### config.mk
export PLATFORM = sky130hd
export DESIGN_NAME = generational_handle_allocator
export DESIGN_NICKNAME = d
export VERILOG_FILES = /design/src/hdl/gha_pkg.sv /design/src/hdl/gha_ffz.sv /design/src/hdl/generational_handle_allocator.sv
export SDC_FILE = /design/constraint.sdc
export NUM_CORES = 2
export LEC_CHECK = 0
export BUFFER_PORTS_ARGS = -buffer_cell sky130_fd_sc_hd__buf_4
export CORE_ASPECT_RATIO = 0.7
export CORE_MARGIN = 2
export CORE_UTILIZATION = 35
export DETAILED_ROUTE_END_ITERATION = 8
export PLACE_DENSITY_LB_ADDON = 0.12
export SLEW_MARGIN = 20
export SYNTH_ARGS = -nofsm -noshare
export SYNTH_HDL_FRONTEND = slang
export SYNTH_SLANG_ARGS = --single-unit
export TNS_END_PERCENT = 100
### constraint.sdc
create_clock -name clk -period 23.2 [get_ports clk]
set_input_delay 0 -clock clk [delete_from_list [all_inputs] [get_ports clk]]
set_output_delay 0 -clock clk [all_outputs]
set_load 0.01 [all_outputs]
### src/hdl/gha_pkg.sv
package gha_pkg;

  // Default geometry of the handle table
  localparam int unsigned COLUMN_BITS_DEF = 4;
  localparam int unsigned ROW_BITS_DEF    = 4;
  localparam int unsigned GEN_BITS_DEF    = 8;

  // Fixed port widths
  localparam int unsigned FUNC_W   = 2;
  localparam int unsigned STATUS_W = 2;
  localparam int unsigned HANDLE_W = 16;

  // Operation codes
  localparam logic [FUNC_W-1:0] FUNC_ALLOC  = 2'd0;
  localparam logic [FUNC_W-1:0] FUNC_LOOKUP = 2'd1;
  localparam logic [FUNC_W-1:0] FUNC_FREE   = 2'd2;

  // Status codes
  localparam logic [STATUS_W-1:0] ST_OK    = 2'd0;
  localparam logic [STATUS_W-1:0] ST_STALE = 2'd1;
  localparam logic [STATUS_W-1:0] ST_FULL  = 2'd2;

endpackage

### src/hdl/gha_ffz.sv
module gha_ffz #(
  parameter int unsigned W = 16
) (
  input  logic [W-1:0]         vec,
  output logic                 found,
  output logic [$clog2(W)-1:0] idx
);

  localparam int unsigned IW = $clog2(W);

  // Find the lowest clear bit; scanning downward lets the lowest one win
  always_comb begin
    found = 1'b0;
    idx   = '0;
    for (int i = W - 1; i >= 0; i--) begin
      if (!vec[i]) begin
        found = 1'b1;
        idx   = IW'(i);
      end
    end
  end

endmodule

### src/hdl/generational_handle_allocator.sv
// Channel   Ports                                   Handshake
// request   in_func, in_handle                      start high while busy low
// result    out_status, out_result_handle           out_valid strobe, one cycle
//
// Allocate runs a row search, then a column search unless the table is full;
// look up and free run a check; an unused operation code is answered from
// idle. Allocate finds the lowest row with a free slot (row-full vector), then
// the free column in the row read from the occupancy memory, both through one
// shared find-first-zero unit. Look up and free read both memories at accept
// and check on the next cycle. Reset is synchronous; row valid bits make every
// entry read as free right after reset, so no clearing pass is needed. The
// receiver cannot stall: a result is shown for one cycle and busy drops as it
// appears, so the next request can be taken in that same cycle.
module generational_handle_allocator #(
  parameter int unsigned COLUMN_BITS = gha_pkg::COLUMN_BITS_DEF,
  parameter int unsigned ROW_BITS    = gha_pkg::ROW_BITS_DEF,
  parameter int unsigned GEN_BITS    = gha_pkg::GEN_BITS_DEF
) (
  input  logic                          clk,
  input  logic                          rst_n,
  input  logic                          start,
  output logic                          busy,
  input  logic [gha_pkg::FUNC_W-1:0]    in_func,
  input  logic [gha_pkg::HANDLE_W-1:0]  in_handle,
  output logic                          out_valid,
  output logic [gha_pkg::STATUS_W-1:0]  out_status,
  output logic [gha_pkg::HANDLE_W-1:0]  out_result_handle
);

  localparam int unsigned INDEX_BITS = COLUMN_BITS + ROW_BITS;
  localparam int unsigned ROWS       = 1 << ROW_BITS;
  localparam int unsigned COLS       = 1 << COLUMN_BITS;
  localparam int unsigned ENTRIES    = 1 << INDEX_BITS;
  localparam int unsigned FW         = (ROWS > COLS) ? ROWS : COLS;
  localparam int unsigned FIW        = $clog2(FW);
  localparam int unsigned HW         = gha_pkg::HANDLE_W;

  localparam logic [1:0] S_IDLE = 2'd0;
  localparam logic [1:0] S_AROW = 2'd1;
  localparam logic [1:0] S_ACOL = 2'd2;
  localparam logic [1:0] S_CHK  = 2'd3;

  logic [1:0]             state_r, state_nxt;
  logic [GEN_BITS-1:0]    gen_cnt_r;
  logic [HW-1:0]          handle_r;
  logic                   is_free_r;
  logic [ROW_BITS-1:0]    row_r;
  logic [ROWS-1:0]        row_full_r;
  logic [ROWS-1:0]        row_valid_r;

  // Occupancy rows and stored generations
  logic [COLS-1:0]        occ_mem [ROWS];
  logic [GEN_BITS-1:0]    gen_mem [ENTRIES];
  logic [COLS-1:0]        occ_rd_r;
  logic [GEN_BITS-1:0]    gen_rd_r;
  logic [ROW_BITS-1:0]    occ_rd_addr;

  logic                   out_valid_r;
  logic [gha_pkg::STATUS_W-1:0] out_status_r;
  logic [HW-1:0]          out_handle_r;

  // Request handle fields
  logic [INDEX_BITS-1:0]  in_idx;
  logic [INDEX_BITS-1:0]  h_idx;
  logic [HW-1:0]          h_shift;
  logic [GEN_BITS-1:0]    h_gen;
  logic [ROW_BITS-1:0]    h_row;
  logic [COLUMN_BITS-1:0] h_col;

  // Shared search unit
  logic [FW-1:0]          ffz_vec;
  logic                   ffz_found;
  logic [FIW-1:0]         ffz_idx;

  logic [COLS-1:0]        row_data;
  logic [COLUMN_BITS-1:0] alloc_col;
  logic [COLS-1:0]        alloc_row_new;
  logic [GEN_BITS-1:0]    gen_inc;
  logic [GEN_BITS-1:0]    gen_new;
  logic [31:0]            alloc_handle;
  logic [COLS-1:0]        chk_bit;
  logic                   chk_busy;
  logic                   chk_match;
  logic                   accept;

  assign accept = start && (state_r == S_IDLE);
  assign busy   = (state_r != S_IDLE);

  assign in_idx   = in_handle[INDEX_BITS-1:0];
  assign h_idx    = handle_r[INDEX_BITS-1:0];
  assign h_shift  = handle_r >> INDEX_BITS;
  assign h_gen    = h_shift[GEN_BITS-1:0];
  assign h_row    = h_idx[INDEX_BITS-1:COLUMN_BITS];
  assign h_col    = h_idx[COLUMN_BITS-1:0];

  // A row never written reads as all free
  always_comb begin
    if (state_r == S_ACOL) begin
      row_data = row_valid_r[row_r] ? occ_rd_r : '0;
    end else begin
      row_data = row_valid_r[h_row] ? occ_rd_r : '0;
    end
  end

  // Feed the search unit with row-full flags or the occupancy of one row
  always_comb begin
    ffz_vec = '1;
    if (state_r == S_AROW) begin
      ffz_vec[ROWS-1:0] = row_full_r;
    end else begin
      ffz_vec[COLS-1:0] = row_data;
    end
  end

  gha_ffz #(
    .W (FW)
  ) u_ffz (
    .vec   (ffz_vec),
    .found (ffz_found),
    .idx   (ffz_idx)
  );

  // Allocation: next generation skips zero
  assign alloc_col     = ffz_idx[COLUMN_BITS-1:0];
  assign alloc_row_new = row_data | (COLS'(1) << alloc_col);
  assign gen_inc       = gen_cnt_r + GEN_BITS'(1);
  assign gen_new       = (gen_inc == '0) ? GEN_BITS'(1) : gen_inc;
  assign alloc_handle  = 32'({gen_new, row_r, alloc_col});

  // Check: the entry must be occupied and hold the handle's generation; generation zero never matches
  assign chk_bit   = COLS'(1) << h_col;
  assign chk_busy  = |(row_data & chk_bit);
  assign chk_match = (h_gen != '0) && chk_busy && (gen_rd_r == h_gen);

  // Read address of the occupancy memory
  always_comb begin
    if (state_r == S_AROW) begin
      occ_rd_addr = ffz_idx[ROW_BITS-1:0];
    end else begin
      occ_rd_addr = in_idx[INDEX_BITS-1:COLUMN_BITS];
    end
  end

  // Sequencer
  always_comb begin
    state_nxt = state_r;
    unique case (state_r)
      S_IDLE: begin
        if (accept) begin
          priority if (in_func == gha_pkg::FUNC_ALLOC) begin
            state_nxt = S_AROW;
          end else if (in_func == gha_pkg::FUNC_LOOKUP ||
                       in_func == gha_pkg::FUNC_FREE) begin
            state_nxt = S_CHK;
          end else begin
            state_nxt = S_IDLE;
          end
        end
      end
      S_AROW: state_nxt = ffz_found ? S_ACOL : S_IDLE;
      S_ACOL: state_nxt = S_IDLE;
      S_CHK:  state_nxt = S_IDLE;
      default: state_nxt = S_IDLE;
    endcase
  end

  // Control state
  always_ff @(posedge clk) begin
    if (!rst_n) begin
      state_r     <= S_IDLE;
      gen_cnt_r   <= '0;
      row_full_r  <= '0;
      row_valid_r <= '0;
      out_valid_r <= 1'b0;
    end else begin
      state_r     <= state_nxt;
      out_valid_r <= 1'b0;
      unique case (state_r)
        S_IDLE: begin
          if (accept && in_func != gha_pkg::FUNC_ALLOC &&
              in_func != gha_pkg::FUNC_LOOKUP && in_func != gha_pkg::FUNC_FREE) begin
            out_valid_r <= 1'b1;
          end
        end
        S_AROW: begin
          if (!ffz_found) begin
            out_valid_r <= 1'b1;
          end
        end
        S_ACOL: begin
          gen_cnt_r          <= gen_new;
          row_valid_r[row_r] <= 1'b1;
          row_full_r[row_r]  <= &alloc_row_new;
          out_valid_r        <= 1'b1;
        end
        S_CHK: begin
          if (chk_match && is_free_r) begin
            row_valid_r[h_row] <= 1'b1;
            row_full_r[h_row]  <= 1'b0;
          end
          out_valid_r <= 1'b1;
        end
        default: ;
      endcase
    end
  end

  // Payload registers
  always_ff @(posedge clk) begin
    if (accept) begin
      handle_r  <= in_handle;
      is_free_r <= (in_func == gha_pkg::FUNC_FREE);
    end
    if (state_r == S_AROW) begin
      row_r <= ffz_idx[ROW_BITS-1:0];
    end
    unique case (state_r)
      S_IDLE: begin
        out_status_r <= gha_pkg::ST_STALE;
        out_handle_r <= '0;
      end
      S_AROW: begin
        out_status_r <= gha_pkg::ST_FULL;
        out_handle_r <= '0;
      end
      S_ACOL: begin
        out_status_r <= gha_pkg::ST_OK;
        out_handle_r <= alloc_handle[HW-1:0];
      end
      S_CHK: begin
        out_status_r <= chk_match ? gha_pkg::ST_OK : gha_pkg::ST_STALE;
        out_handle_r <= chk_match ? handle_r : '0;
      end
      default: ;
    endcase
  end

  // Memories: registered reads, one write each
  always_ff @(posedge clk) begin
    occ_rd_r <= occ_mem[occ_rd_addr];
    gen_rd_r <= gen_mem[in_idx];
    if (state_r == S_ACOL) begin
      occ_mem[row_r]            <= alloc_row_new;
      gen_mem[{row_r, alloc_col}] <= gen_new;
    end else if (state_r == S_CHK && chk_match && is_free_r) begin
      occ_mem[h_row] <= row_data & ~chk_bit;
    end
  end

  assign out_valid         = out_valid_r;
  assign out_status        = out_status_r;
  assign out_result_handle = out_handle_r;

endmodule
==> metrics <==
status=finished clean; total core area=roughly 270000 um^2; Power Density=82.7 nW/um^2; largest family of logic cells by synthesized area=multiplexers; worst-margin pin slew=1.16 ns; Final Critical Period=approximately 5.7 ns; Synth Register Bits=~2400; setup violators final=0; VDD IR max=0.0657 mV; pin count of the biggest net entering global routing=176; normalized max-slew margin=20.4%; Int Power=6.90 mW; H-tree Lvls=4; EDFF count, synth=2325; initial antenna violation count=10; FP Rows=159; synth warn=0; final-stage net count=4600; layout cells sized above 1=26.2%; most frequent cells in the layout=edfxtp_1 (2325), mux4_2 (683), nor2_1 (267); post-synthesis mux area share=17.4%; die height=439 um; Max-Cap Viols=0; Buffers on Ports=40; Final Slew Violations=0; fmax=0.176 GHz; worst path required time=between 20 and 25 ns; clock sink total=2410; Hold Crit Class=in2reg; clk_skew=0.0754 ns; Fin. Hold Viols=0; power after layout=8.83 mW; Compound-Gate Fraction of Synth Area=around 2.4%; DR DRC count=0; worst skew pair latency=0.90 ns; Area Overhead vs Synth=12.9%; grt total ovfl=0; critical path peak fanout=16; 1st-pass router iterations=8; simple-gate portion of the synthesized area=between 3 and 4%; P_sw=between 1.5 and 2 mW; sequential share of the synthesized area=75.6%; Worst setup SP type=flip-flop; post-cts repair resize count=0; setup TNS=0 ns; crit end category=flip-flop; routed length per instance=31.7 um; part of the cycle the worst path needs=24.5%; Post-Syn Nets=~4500; Top Ports=41; sw frac=21.8%; DRT Wirelength=roughly 260 mm; final worst setup slack=about 18 ns; Syn Inst Count=4440; Worst R2R Setup Slack=17.51 ns; CTS tree=built; clock share of power=41.2%; drt via density=roughly 5.5; commonest non-fill, non-tap cell in the layout=edfxtp_1; Total GRT Usage=19.0%; Iteration-0 DRC Markers=5183; RSZ-0062 raised after global routing=false; Post-Synth XOR/XNOR Area=0.157%; dpl ws=17.57 ns; Initial Utilization=35.2%; maximum clock insertion buffer count=4; CTS buffer count=roughly 240; clock root cell=clkbuf_16; Adder-Cell Fraction of Synth Area=less than 1%; Synth Area per Inst=21.3 um^2; sequential share of power=54.2%; first-pass GRT wire length=371 mm; fill cell instance count of the final layout=about 24000; Lkg Pwr=32.1 nW; Routability Congestion=0.871; async set-reset flop share out of synthesis=0%; hpwl dp=155 mm; Die ar.=274000 um^2; vias=45973; Synth cell types=84; vias in the first global route=45755; combinational share of power=4.6%; DRT antenna net count=0; top_reg_cell synth=edfxtp_1; kind of critical path=reg2reg; CTS clock-pin slew for the worst setup and hold paths=~0.060 ns; Netlist Area Pre-Place=94600 um^2; die width=625 um; Worst EP arrival=6.16 ns
==> critical path, stage by stage, from the launching register on <==
cell and delay [ns]:
edfxtp_1 0.79, nor2_1 0.31, a221oi_2 0.48, a211o_1 0.29, nand2_1 0.21, o32ai_1 0.76, a311o_1 0.52, nand3_2 0.74
buf_4 0.51, nor2_1 0.66
==> metal layers <==
layer  track usage, %  up-vias  part of all wire [%]
met4             3.62        0                   1.8
li1                 -    18862                     -
met3             3.23      317                   6.0
met2             27.6     1532                    44
met5                0        -                     0
met1             30.0    25262                    49
==> final timing paths <==
path / from / cells after the start / endpoint
hold reg to reg: row_valid_r[3] / 1 / row_valid_r[3]
setup / recovery: row_r[0] / 9 / gen_mem[177][1]
setup reg to reg: row_r[0] / 9 / gen_mem[177][1]
hold / removal: in_handle[6] / 2 / handle_r[6]
==> cell families (layout without fill, tap and decap cells) <==
family | after synthesis | count (layout)
flops | 2410 | 2410
mux | 779 | 779
simple gates | 622 | 622
buf+inv | 308 | 613
compound gates | 299 | 299
xor+xnor | 17 | 17
fa+ha+maj | 5 | 5
other cells | 0 | 3
==> per-stage QoR <==
step | cells | utilization (%) | hold slack, ns | area [um^2]
2_1_floorplan | 4440 | - | 0.0989 | 94600
3_3_place_gp | 7843 | 37.0 | 0.179 | 99300
3_5_place_dp | 7847 | 37.0 | 0.180 | 99400
4_1_cts | 8287 | 39.8 | 0.0839 | 107000
5_1_grt | 8288 | 39.8 | 0.118 | 107000
6_report | 8290 | 39.8 | 0.140 | 107000
==> power by group through the flow <==
stage / logic, mW / registers (mW) / clock network [mW]
6_report: 0.407 / 4.78 / 3.64
5_1_grt: 0.431 / 4.78 / 3.88
4_1_cts: 0.414 / 4.78 / 3.72
3_5_place_dp: 0.409 / 4.88 / 0
3_3_place_gp: 0.408 / 4.88 / 0
2_1_floorplan: 0.258 / 4.86 / 0
==> synthesized netlist by cell type (18+ instances only) <==
| cell type | count | share of area (%) |
|---|---|---|
| nand4_1 | 21 | 0.14 |
| a21oi_1 | 34 | 0.18 |
| o21ai_0 | 31 | 0.16 |
| nor2_1 | 299 | 1.2 |
| mux4_2 | 683 | 16 |
| nor2b_1 | 74 | 0.49 |
| clkbuf_1 | 186 | 0.74 |
| mux2i_1 | 75 | 0.79 |
| nand2_1 | 69 | 0.27 |
| nand3_1 | 40 | 0.21 |
| nor3_1 | 27 | 0.14 |
| mux2_2 | 18 | 0.21 |
| edfxtp_1 | 2325 | 74 |
| inv_1 | 27 | 0.11 |
| a211oi_1 | 97 | 0.77 |
| buf_1 | 77 | 0.31 |
| dfxtp_1 | 85 | 1.8 |
| or3_1 | 24 | 0.16 |
| o21a_1 | 21 | 0.17 |
==> repair_timing <==
item	CTS	global route
hold buffers	31	0
buffers inserted	0	0
hold endpoints to repair	70	0
==> layout make-up <==
class	count	area [um^2]	area share, %
Multi-Input combinational cell	1722	22100	20.7
Clock buffer	291	6200	5.80
Sequential cell	2410	71500	67.0
Tap cell	3542	4430	4.15
Clock inverter	118	822	0.770
Timing Repair Buffer	175	1540	1.44
Inverter	29	131	0.123
Antenna cell	3	7.51	0.00703
==> state kept, by name (all words and copies together), names as in the netlist, 4 cells and up <==
name	cells
gen_mem	2048
occ_mem	256
handle_r	16
occ_rd_r	16
out_result_handle	16
row_full_r	16
row_valid_r	16
gen_cnt_r	8
gen_rd_r	8
row_r	4
Note: power is estimated with default switching activity, not from simulation.
